## src/design/psl_pkg.sv

```systemverilog
// ----------------------------------------------------------------------------
// psl_pkg
// Shared types and constants for the preemptive schedule lower bound unit.
// ----------------------------------------------------------------------------
package psl_pkg;

  localparam int MAX_OPS_DEF   = 64;
  localparam int TIME_BITS_DEF = 16;
  localparam logic [22:0] BOUND_MAX = 23'h7FFFFF;

  typedef struct packed {
    logic [15:0] release_time;
    logic [15:0] proc_time;
    logic [15:0] tail_time;
    logic        last_op;
  } op_word_t;

  typedef struct packed {
    logic [22:0] lower_bound;
    logic        overflow;
  } res_word_t;

  typedef enum logic [2:0] {
    ST_LOAD,
    ST_START,
    ST_SCAN,
    ST_UPDATE,
    ST_OUT
  } state_t;

  typedef struct packed {
    logic load;
    logic scan_start;
    logic update;
    logic finish;
  } cmd_t;

  typedef struct packed {
    logic all_done;
    logic scan_done;
  } status_t;

endpackage

```

## src/design/psl_datapath.sv

```systemverilog
// ----------------------------------------------------------------------------
// psl_datapath
// Operation store, scratch work store, scan accumulators and schedule update.
// ----------------------------------------------------------------------------
module psl_datapath #(
  parameter int MAX_OPS   = psl_pkg::MAX_OPS_DEF,
  parameter int TIME_BITS = psl_pkg::TIME_BITS_DEF
) (
  input  logic                clk,
  input  logic                rst,
  input  psl_pkg::op_word_t   in_data,
  input  psl_pkg::cmd_t       cmd,
  output psl_pkg::status_t    status,
  output psl_pkg::res_word_t  out_data
);
  import psl_pkg::*;

  localparam int TB = TIME_BITS;
  localparam int AW = (MAX_OPS > 1) ? $clog2(MAX_OPS) : 1;
  localparam int CW = $clog2(MAX_OPS + 1);
  localparam int TW = TB + CW + 1;
  localparam int BW = TW + 1;
  localparam int SW = (BW > 23) ? BW : 23;

  logic [3*TB-1:0] op_mem  [MAX_OPS];
  logic [TB:0]     rem_mem [MAX_OPS];

  logic [CW-1:0] op_cnt, done_cnt, sidx;
  logic          ovf, scanning, rd_v;
  logic [AW-1:0] idx_q;
  logic [3*TB-1:0] op_q;
  logic [TB:0]     rem_q;
  logic [TW-1:0] t;
  logic [BW-1:0] bound;

  logic          best_found, nr_found;
  logic [TB-1:0] best_tail, best_rem;
  logic [AW-1:0] best_idx;
  logic [TW-1:0] nr;

  logic          scan_rd, store_ok;
  logic [TB-1:0] rel_q, tail_q;
  logic [TW-1:0] gap, t_fin;
  logic [BW-1:0] nb;
  logic          fin;
  logic          rem_we;
  logic [AW-1:0] rem_wa;
  logic [TB:0]   rem_wd;
  logic [SW-1:0] bx;

  assign store_ok = op_cnt < CW'(MAX_OPS);
  assign scan_rd  = scanning && (sidx < op_cnt);
  assign rel_q    = op_q[3*TB-1:2*TB];
  assign tail_q   = op_q[TB-1:0];

  assign gap   = nr - t;
  assign fin   = !nr_found || (TW'(best_rem) <= gap);
  assign t_fin = t + TW'(best_rem);
  assign nb    = BW'(t_fin) + BW'(best_tail);

  always_comb begin
    rem_we = 1'b0;
    rem_wa = best_idx;
    rem_wd = {1'b1, {TB{1'b0}}};
    if (cmd.load && store_ok) begin
      rem_we = 1'b1;
      rem_wa = op_cnt[AW-1:0];
      rem_wd = {1'b0, TB'(in_data.proc_time)};
    end else if (cmd.update && best_found) begin
      rem_we = 1'b1;
      if (!fin) rem_wd = {1'b0, best_rem - gap[TB-1:0]};
    end
  end

  always_ff @(posedge clk) begin
    if (cmd.load && store_ok) begin
      op_mem[op_cnt[AW-1:0]] <= {TB'(in_data.release_time), TB'(in_data.proc_time),
                                 TB'(in_data.tail_time)};
    end
    if (rem_we) rem_mem[rem_wa] <= rem_wd;
    if (scan_rd) begin
      op_q  <= op_mem[sidx[AW-1:0]];
      rem_q <= rem_mem[sidx[AW-1:0]];
      idx_q <= sidx[AW-1:0];
    end
  end

  // scan: pick the ready op with the largest tail, find the next release
  always_ff @(posedge clk) begin
    if (cmd.scan_start) begin
      best_found <= 1'b0;
      nr_found   <= 1'b0;
    end else if (rd_v && !rem_q[TB]) begin
      if (TW'(rel_q) <= t) begin
        if (!best_found || tail_q > best_tail) begin
          best_found <= 1'b1;
          best_tail  <= tail_q;
          best_rem   <= rem_q[TB-1:0];
          best_idx   <= idx_q;
        end
      end else if (!nr_found || TW'(rel_q) < nr) begin
        nr_found <= 1'b1;
        nr       <= TW'(rel_q);
      end
    end
  end

  always_ff @(posedge clk) begin
    if (rst) begin
      op_cnt   <= '0;
      done_cnt <= '0;
      ovf      <= 1'b0;
      scanning <= 1'b0;
      rd_v     <= 1'b0;
      sidx     <= '0;
      t        <= '0;
      bound    <= '0;
    end else begin
      rd_v <= scan_rd;
      if (cmd.load) begin
        if (store_ok) op_cnt <= op_cnt + 1'b1;
        else          ovf    <= 1'b1;
      end
      if (cmd.scan_start) begin
        scanning <= 1'b1;
        sidx     <= '0;
      end else if (scan_rd) begin
        sidx <= sidx + 1'b1;
      end else if (!rd_v) begin
        scanning <= 1'b0;
      end
      if (cmd.update) begin
        if (best_found && fin) begin
          t        <= t_fin;
          done_cnt <= done_cnt + 1'b1;
          if (nb > bound) bound <= nb;
        end else if (nr_found) begin
          t <= nr;
        end
      end
      if (cmd.finish) begin
        op_cnt   <= '0;
        done_cnt <= '0;
        ovf      <= 1'b0;
        t        <= '0;
        bound    <= '0;
      end
    end
  end

  assign bx = SW'(bound);

  always_ff @(posedge clk) begin
    if (cmd.finish) begin
      out_data.lower_bound <= (bx > SW'(BOUND_MAX)) ? BOUND_MAX : bx[22:0];
      out_data.overflow    <= ovf;
    end
  end

  assign status.all_done  = (done_cnt == op_cnt);
  assign status.scan_done = scanning && !scan_rd && !rd_v;

  a_done_le_cnt: assert property (@(posedge clk) disable iff (rst) done_cnt <= op_cnt)
    else $error("completed ops exceed stored ops");
  a_clear: assert property (@(posedge clk) disable iff (rst)
      cmd.finish |=> (op_cnt == '0) && (t == '0) && (bound == '0))
    else $error("set state not cleared after result");
  a_read_issued: assert property (@(posedge clk) disable iff (rst) rd_v |-> (sidx != '0))
    else $error("read data without issued address");

endmodule

```

## src/design/psl_ctrl.sv

```systemverilog
// ----------------------------------------------------------------------------
// psl_ctrl
// Sequencer: load, repeated scan and update passes, result hand-off.
// ----------------------------------------------------------------------------
module psl_ctrl (
  input  logic             clk,
  input  logic             rst,
  input  logic             in_valid,
  input  logic             in_last,
  output logic             in_ready,
  output logic             out_valid,
  input  logic             out_ready,
  input  psl_pkg::status_t status,
  output psl_pkg::cmd_t    cmd
);
  import psl_pkg::*;

  state_t state, state_next;
  logic   out_valid_next;

  always_ff @(posedge clk) begin
    if (rst) begin
      state     <= ST_LOAD;
      out_valid <= 1'b0;
    end else begin
      state     <= state_next;
      out_valid <= out_valid_next;
    end
  end

  always_comb begin
    state_next     = state;
    cmd            = '0;
    in_ready       = 1'b0;
    out_valid_next = out_valid && !out_ready;
    case (state)
      ST_LOAD: begin
        in_ready = 1'b1;
        if (in_valid) begin
          cmd.load = 1'b1;
          if (in_last) state_next = ST_START;
        end
      end
      ST_START: begin
        if (status.all_done) begin
          state_next = ST_OUT;
        end else begin
          cmd.scan_start = 1'b1;
          state_next     = ST_SCAN;
        end
      end
      ST_SCAN: begin
        if (status.scan_done) state_next = ST_UPDATE;
      end
      ST_UPDATE: begin
        cmd.update = 1'b1;
        state_next = ST_START;
      end
      ST_OUT: begin
        // hold until the previous word has left the output register
        if (!out_valid || out_ready) begin
          cmd.finish     = 1'b1;
          out_valid_next = 1'b1;
          state_next     = ST_LOAD;
        end
      end
      default: state_next = ST_LOAD;
    endcase
  end

endmodule

```

## src/design/preemptive_schedule_lower_bound_unit.sv

```systemverilog
// ----------------------------------------------------------------------------
// preemptive_schedule_lower_bound_unit
// Jackson preemptive single-machine lower bound over one set of operations.
//
//   channel | signals                          | word
//   input   | in_valid, in_ready, in_data      | one operation, last_op ends set
//   output  | out_valid, out_ready, out_data   | lower bound and overflow flag
//
// Loading takes one cycle per operation. After the last one, each schedule
// event costs one scan of all n stored ops (one memory read per cycle) plus
// start and update steps, with at most 2n events. Reset (rst, synchronous)
// clears counters, flags, time and bound; stores need no clearing.
// A waiting result does not block loading of the next set.
// ----------------------------------------------------------------------------
module preemptive_schedule_lower_bound_unit #(
  parameter int MAX_OPS   = psl_pkg::MAX_OPS_DEF,
  parameter int TIME_BITS = psl_pkg::TIME_BITS_DEF
) (
  input  logic               clk,
  input  logic               rst,
  input  logic               in_valid,
  output logic               in_ready,
  input  psl_pkg::op_word_t  in_data,
  output logic               out_valid,
  input  logic               out_ready,
  output psl_pkg::res_word_t out_data
);
  import psl_pkg::*;

  cmd_t    cmd;
  status_t status;

  psl_ctrl u_ctrl (
    .clk       (clk),
    .rst       (rst),
    .in_valid  (in_valid),
    .in_last   (in_data.last_op),
    .in_ready  (in_ready),
    .out_valid (out_valid),
    .out_ready (out_ready),
    .status    (status),
    .cmd       (cmd)
  );

  psl_datapath #(
    .MAX_OPS   (MAX_OPS),
    .TIME_BITS (TIME_BITS)
  ) u_dp (
    .clk      (clk),
    .rst      (rst),
    .in_data  (in_data),
    .cmd      (cmd),
    .status   (status),
    .out_data (out_data)
  );

endmodule

```

## config.mk

```make
export PLATFORM = sky130hd
export DESIGN_NAME = preemptive_schedule_lower_bound_unit
export DESIGN_NICKNAME = d
export VERILOG_FILES = /design/src/design/psl_pkg.sv /design/src/design/psl_datapath.sv /design/src/design/psl_ctrl.sv /design/src/design/preemptive_schedule_lower_bound_unit.sv
export SDC_FILE = /design/constraint.sdc
export NUM_CORES = 2
export LEC_CHECK = 0
export BUFFER_PORTS_ARGS = -buffer_cell sky130_fd_sc_hd__buf_2
export CAP_MARGIN = 10
export CORE_AREA = 5 5 521 523
export DETAILED_ROUTE_END_ITERATION = 8
export DIE_AREA = 0 0 526 528
export PLACE_DENSITY = 0.68
export SYNTH_ARGS = -nofsm -noshare
export SYNTH_HDL_FRONTEND = slang
export SYNTH_MEMORY_MAX_BITS = 65536
export SYNTH_SLANG_ARGS = --single-unit
```

## constraint.sdc

```tcl
create_clock -name clk -period 13.2 [get_ports clk]
set_input_delay 1.32 -clock clk [delete_from_list [all_inputs] [get_ports clk]]
set_output_delay 1.32 -clock clk [all_outputs]
set_load 0.03 [all_outputs]
```

Word-level counts from Yosys, hierarchy flattened
Memory sizes are Yosys's and may differ from the RTL's. A register that Yosys moved wholly into a read port is not among the register bits.
Cells that the tools add are included.
{"block": "classes", "n_bitwise": 3, "reduce_logical": 34, "add_sub_neg": 7, "n_lt_le_gt_ge": 8, "mux": 31, "eq_ne": 11}
{"op": "$mux W17", "count": 3}
{"op": "$le A16 B24 Y1", "count": 2}
{"op": "$mux W24", "count": 2}
{"op": "$add A24 B16 Y25", "count": 1}
{"op": "$gt A25 B23 Y1 const B", "count": 1}
{"op": "$gt A25 B25 Y1", "count": 1}
{"op": "$add A24 B16 Y24", "count": 1}
{"op": "$sub A16 B24 Y24", "count": 1}
{"op": "$add A7 B1 Y7 const B", "count": 3}
{"op": "$mux W1", "count": 19}
{"op": "$gt A16 B16 Y1", "count": 1}
{"op": "$lt A16 B16 Y1", "count": 1}
{"op": "$sub A16 B16 Y16", "count": 1}
{"op": "$mux W3", "count": 5}
{"op": "$pmux W3 S5", "count": 1}
{"op": "$reduce_and A4 Y1", "count": 3}
{"op": "$ne A2 B2 Y1 const B", "count": 5}
{"op": "$reduce_and A2 Y1", "count": 5}
{"op": "$reduce_and A3 Y1", "count": 3}
{"op": "$logic_and A1 B1 Y1", "count": 8}
{"op": "$eq A7 B7 Y1", "count": 1}
{"op": "$logic_not A1 Y1", "count": 7}
{"op": "$lt A7 B7 Y1", "count": 1}
{"op": "$lt A7 B7 Y1 const B", "count": 1}
{"op": "other kinds (10)", "count": 17}
{"block": "word_totals", "mem_bits_rw": 4160, "output_inout_bits": 26, "mem_count": 2, "inputBits": 53, "ff_bits": 163, "word_cells": 115}
{"memory": "u_dp.op_mem", "depth": 64, "width": 48, "rd": 1, "rd_clocked_by_memory_dff": 1, "wr": 1, "line_no": "psl_datapath.sv:25", "rtl": "logic [3*TB-1:0] op_mem [MAX_OPS];"}
{"memory": "u_dp.rem_mem", "depth": 64, "width": 17, "rd": 1, "rd_clocked_by_memory_dff": 1, "wr": 1, "line_no": "psl_datapath.sv:26", "rtl": "logic [TB:0] rem_mem [MAX_OPS];"}

Logic depth before layout (Yosys ltp)
{"block": "depth", "ltp_word": 7, "ltp_mapped": 29, "ltp_nobuf": 28}

By module
A second synthesis with hierarchy kept.
{"block": "unflattened", "cells_unflattened": 5938, "hier_area_um2": 132427.0}
{"module": "psl_datapath", "instances": 1, "cells_each": 5917, "area_per_inst_um2": 132214.3, "seq_area_each_um2": 99665.6}
{"module": "psl_ctrl", "instances": 1, "cells_each": 21, "area_per_inst_um2": 212.7, "seq_area_each_um2": 80.1}

Worst setup path before layout
Ideal clock, no wire load.
{"block": "synth_timing", "path_type": "flip-flop to flip-flop", "start": "register u_dp.nr[0]", "end": "memory u_dp.rem_mem[0][3] (netlist name) (data pin)", "path_stages_with_launch": 22, "path_slack_ps": 5669, "arrival_time_ps": 6829, "required_ps": 12498, "setup_ps": 702, "n_path_buf": 1, "synth_period_minus_slack_ps": 7531, "cell_sequence": "edfxtp_1 inv_1 ha_1 inv_1 fa_1 a211oi_1 o21bai_1 a21oi_1 nor2b_1 o21ai_0 nor2b_1 xor2_1 ha_1 and4_1 a311oi_1 o21ai_0 o311ai_1 or4_1 a2111o_1 or3_1 buf_2 o21ai_0"}
{"block": "synth_via", "elab_chain_cells": 6, "word_cells_on_any_way": 7, "cone_classes": "add/sub (2); order compare (1); mux (3); reduce/logical (1)"}
{"item": "start, declared", "line_no": "psl_datapath.sv:39", "rtl": "logic [TW-1:0] nr;"}
{"item": "start signal, assigned", "line_no": "psl_datapath.sv:103", "rtl": "nr <= TW'(rel_q);"}
{"item": "$sub A16 B24 Y24 *", "line_no": "psl_datapath.sv:56", "rtl": "assign gap = nr - t;"}
{"item": "$le A16 B24 Y1", "line_no": "psl_datapath.sv:57", "rtl": "assign fin = !nr_found || (TW'(best_rem) <= gap);"}
{"item": "$logic_or A1 B1 Y1", "line_no": "psl_datapath.sv:57"}
{"item": "$mux W17 *", "line_no": "psl_datapath.sv:71", "rtl": "if (!fin) rem_wd = {1'b0, best_rem - gap[TB-1:0]};"}
{"item": "$mux W17 *", "line_no": "psl_datapath.sv:69", "rtl": "end else if (cmd.update && best_found) begin"}
{"item": "$mux W17 *", "line_no": "psl_datapath.sv:65", "rtl": "if (cmd.load && store_ok) begin"}
{"item": "named net u_dp.rem_wd[3]", "line_no": "psl_datapath.sv:48", "rtl": "logic [TB:0] rem_wd;"}
{"item": "end, declared", "line_no": "psl_datapath.sv:26"}
The timed path passes the listed nets; every way through them passes the cells marked *.

Worst setup path after layout
{"block": "layout_timing", "start": "register u_dp.best_rem[0]", "end": "register u_dp.bound[24]"}
{"block": "layout_via", "elab_chain_cells": 4, "word_cells_on_any_way": 7, "cone_classes": "add/sub (2); order compare (2); reduce/logical (3)"}
{"item": "start, declared", "line_no": "psl_datapath.sv:37", "rtl": "logic [TB-1:0] best_tail, best_rem;"}
{"item": "start signal, assigned", "line_no": "psl_datapath.sv:98", "rtl": "best_rem <= rem_q[TB-1:0];"}
{"item": "$add A24 B16 Y24", "line_no": "psl_datapath.sv:58", "rtl": "assign t_fin = t + TW'(best_rem);"}
{"item": "$add A24 B16 Y25", "line_no": "psl_datapath.sv:59", "rtl": "assign nb = BW'(t_fin) + BW'(best_tail);"}
{"item": "named net u_dp.nb[23]", "line_no": "psl_datapath.sv:44", "rtl": "logic [BW-1:0] nb;"}
{"item": "$gt A25 B25 Y1", "line_no": "psl_datapath.sv:136", "rtl": "if (nb > bound) bound <= nb;"}
{"item": "$reduce_and A3 Y1 (no line)"}
{"item": "end signal, assigned", "line_no": "psl_datapath.sv:136"}
{"item": "end, declared", "line_no": "psl_datapath.sv:34", "rtl": "logic [BW-1:0] bound;"}
The timed path passes the listed nets, and every way through them passes these cells.
A chain may end at the register's enable or synchronous reset.

==> results by group <==
Placement
  • Placed Cells incl. Taps: 9,413
  • # port buffers: 78
  • Hpwl dp: 178,900 µm
  • Final GP Congestion: 0.8907

Worst setup path
  • CP Max Fanout: 33
  • R2R Setup Slk: 6.26 ns
  • Max incr delay on CP: 0.59 ns
  • Slowest stage cell, crit path: or4_1
  • Crit Path Class: reg -> reg
  • Critical Path End Type: flop
  • WP data required: 13.96 ns
  • Worst setup SP type: flop
  • Arrival @ worst endpoint: 7.71 ns

Synthesis
  • Synth top area share: 74.25%
  • Avg Cell Area, Syn: 22.36 µm²
  • Syn Std Cell Area: 0.1322 mm²
  • Synthesized net count: 6,117
  • Seq/Total Area, Yosys: 75.44%
  • Top-count cell post-synth: edfxtp_1
  • FFs w/ async S/R, synth: 0%
  • Yosys top cell by area: edfxtp_1
  • Yosys reg bits: 3,348
  • Post-Synthesis Cells: 5,914
  • Synth cell types: 70
  • Top_reg_cell synth: edfxtp_1
  • Synth top cells by count: edfxtp_1 (3,269), mux4_2 (1,029), nor2_1 (221)
  • Post-synth EDFFs: 3,269
  • Synth top area cells: edfxtp_1 (74%), mux4_2 (18%), ha_1 (1.4%), dfxtp_1 (1.2%), nor2_1 (0.63%)
  • Yosys warns: 0

Final layout
  • Fin nets: 6,408
  • Multi-input gate area: 0.03195 mm²
  • # fillers: 19,320
  • Finished Layout Cells: 10,030
  • Share of layout cells above drive strength 1: 28.73%
  • Register Area: 0.09977 mm²
  • Synthesis-to-finish area growth: 12.37%

Clocking
  • H-tree depth: 5
  • CTS Buffer Depth: 4
  • Setup Buffers After CTS: 0
  • Clock buffer count from CTS: 340
  • Clk_lat worst skew: 0.89 ns
  • CTS tree: built
  • Root Driver: clkbuf_16
  • Clock Sink Count: 3,348
  • CTS clk-pin slew, worst paths: 0.06 ns
  • Hold Buf Count CTS: 0
  • Post-CTS Resized: 0

Floorplan
  • Rows: 190
  • Full die area: 0.2777 mm²
  • Chip height: 528 µm
  • Total I/O pin count: 79
  • Die W: 526 µm
  • Initial core utilization: 49.61%
  • Core box area: 0.2665 mm²

Drt
  • Residual DRC count: 0
  • Routed vias: 62,910
  • Drt via density: 6.275
  • 1st-pass router iterations: 8
  • WL per Instance: 31.62 µm
  • Antenna viol nets, final: 0
  • WL final: 317,000 µm
  • 1st-iter DRT viols: 7,046

Run status
  • Status: finished, final reports clean

Run
  • Max-Cap Viols: 0

Power and ir drop
  • Peak supply drop: 0.0001412 V
  • Static leakage: 45.24 nW
  • Cell Pwr Density: 143.7 mW/mm²

GRT
  • Largest net degree at the start of global routing: 128
  • All-Layer GR Usage: 22.63%
  • Initial antenna violation count: 36
  • First-pass GRT wire length: 456,900 µm
  • Vias in the first global route: 63,550
  • GRT overflow: 0

Min path
  • Worst Hold Class: reg -> reg

STA
  • Slew headroom: 16.16%
  • Fmax: 144.0 MHz
  • Final Max Tran Viols: 0
  • Worst clock skew: 0.04731 ns
  • Worst Max-Slew Pin Slew: 1.252 ns
  • Setup TNS: 0 ns
  • RSZ-0062 raised after global routing: no
  • # setup viols final: 0
  • Period utilization: 52.60%
  • Hold violation count in the final report: 0
  • Crit path time final: 6.944 ns
[worst max-delay path, delay by kind of cell, from the launching register on]
family                   cells  cell delay, ns
AND/OR/NAND/NOR              7            1.48
AO/OA/AOI/OAI               13            3.22
adder cells (fa/ha/maj)      4            1.39
flip-flops                   1            0.41
XOR/XNOR                     2            0.34
[power by group]
part           switching (mW)  internal (mW)  total, mW  leakage (nW)
clock network            3.91           5.17       9.07          5.04
registers              0.0171           11.7       11.8          30.2
logic                   0.377          0.132      0.509          9.99
total                    4.30           17.0       21.4          45.2
[cell families after synthesis]
logic type	share of synthesized area (%)
buf+inv	1.138
fa+ha+maj	1.450
simple gates	1.828
xor+xnor	0.5565
compound gates	1.737
mux	17.85
flops	75.44
[stage by stage]
step / hold WS, ns / utilization, % / setup slack, ns / power (mW) / cell area, µm²
after floorplan: 0.4003 / - / 5.669 / 12.22 / 132200
after global placement: 0.4011 / 51.85 / 6.422 / 12.48 / 138200
after detailed placement: 0.4045 / 51.85 / 6.383 / 12.50 / 138200
after CTS: 0.3997 / 55.73 / 6.301 / 21.51 / 148500
after global routing: 0.4110 / 55.75 / 5.773 / 21.99 / 148600
final: 0.4080 / 55.75 / 6.256 / 21.35 / 148600
[cell type report]
cell class / instances / area share (%)
multi-input combinational: 2178 / 21.50
timing repair buffer: 226 / 1.103
clock buffer: 423 / 6.015
tap: 3552 / 2.991
sequential: 3348 / 67.15
antenna: 10 / 0.01684
inverter: 111 / 0.2804
clock inverter: 177 / 0.9390
[per-layer routing]
layer,global-route usage (%),wire length (µm),vias up
li1,-,-,25620
met1,31.25,125100,33960
met2,37.42,158500,2766
met3,4.010,23390,552
met4,6.771,9891,12
met5,0,131,-
[cells in the final DEF (no fill, tap or decap), types with 40 or more instances in the layout]
master	Yosys	layout
nor2_1	221	111
nand3_1	58	58
mux4_2	1029	1029
nor2_4	0	108
clkbuf_1	202	77
clkinv_2	0	47
o21ai_0	74	68
buf_4	2	137
a21oi_1	103	103
edfxtp_1	3269	3269
nand2_1	94	94
inv_1	111	111
buf_2	2	78
dfxtp_1	79	73
clkbuf_16	0	345
a21o_1	44	44
clkinv_1	0	83
ha_1	146	146
xnor2_1	46	46
mux2i_1	40	40
[final timing paths]
| kind | from | end | cells past startpoint |
|---|---|---|---|
| max reg2reg | u_dp.best_rem[0] | u_dp.bound[24] | 26 |
| min | u_dp.idx_q[4] | u_dp.best_idx[4] | 0 |
| max | u_dp.best_rem[0] | u_dp.bound[24] | 26 |
| min reg2reg | u_dp.idx_q[4] | u_dp.best_idx[4] | 0 |
[flip-flops by register name, indices dropped and copies added, names as in the netlist, 3 cells and up]
register,cells
u_dp.sidx,7
u_dp.best_tail,16
u_dp.rem_mem,1088
u_ctrl.state,3
u_dp.nr,16
u_dp.op_q,32
u_dp.idx_q,6
u_dp.rem_q,17
u_dp.done_cnt,7
u_dp.best_idx,6
u_dp.out_data,24
u_dp.t,24
u_dp.op_mem,2048
u_dp.op_cnt,7
u_dp.best_rem,16
u_dp.bound,25
Power figures use the tool's default switching activity.
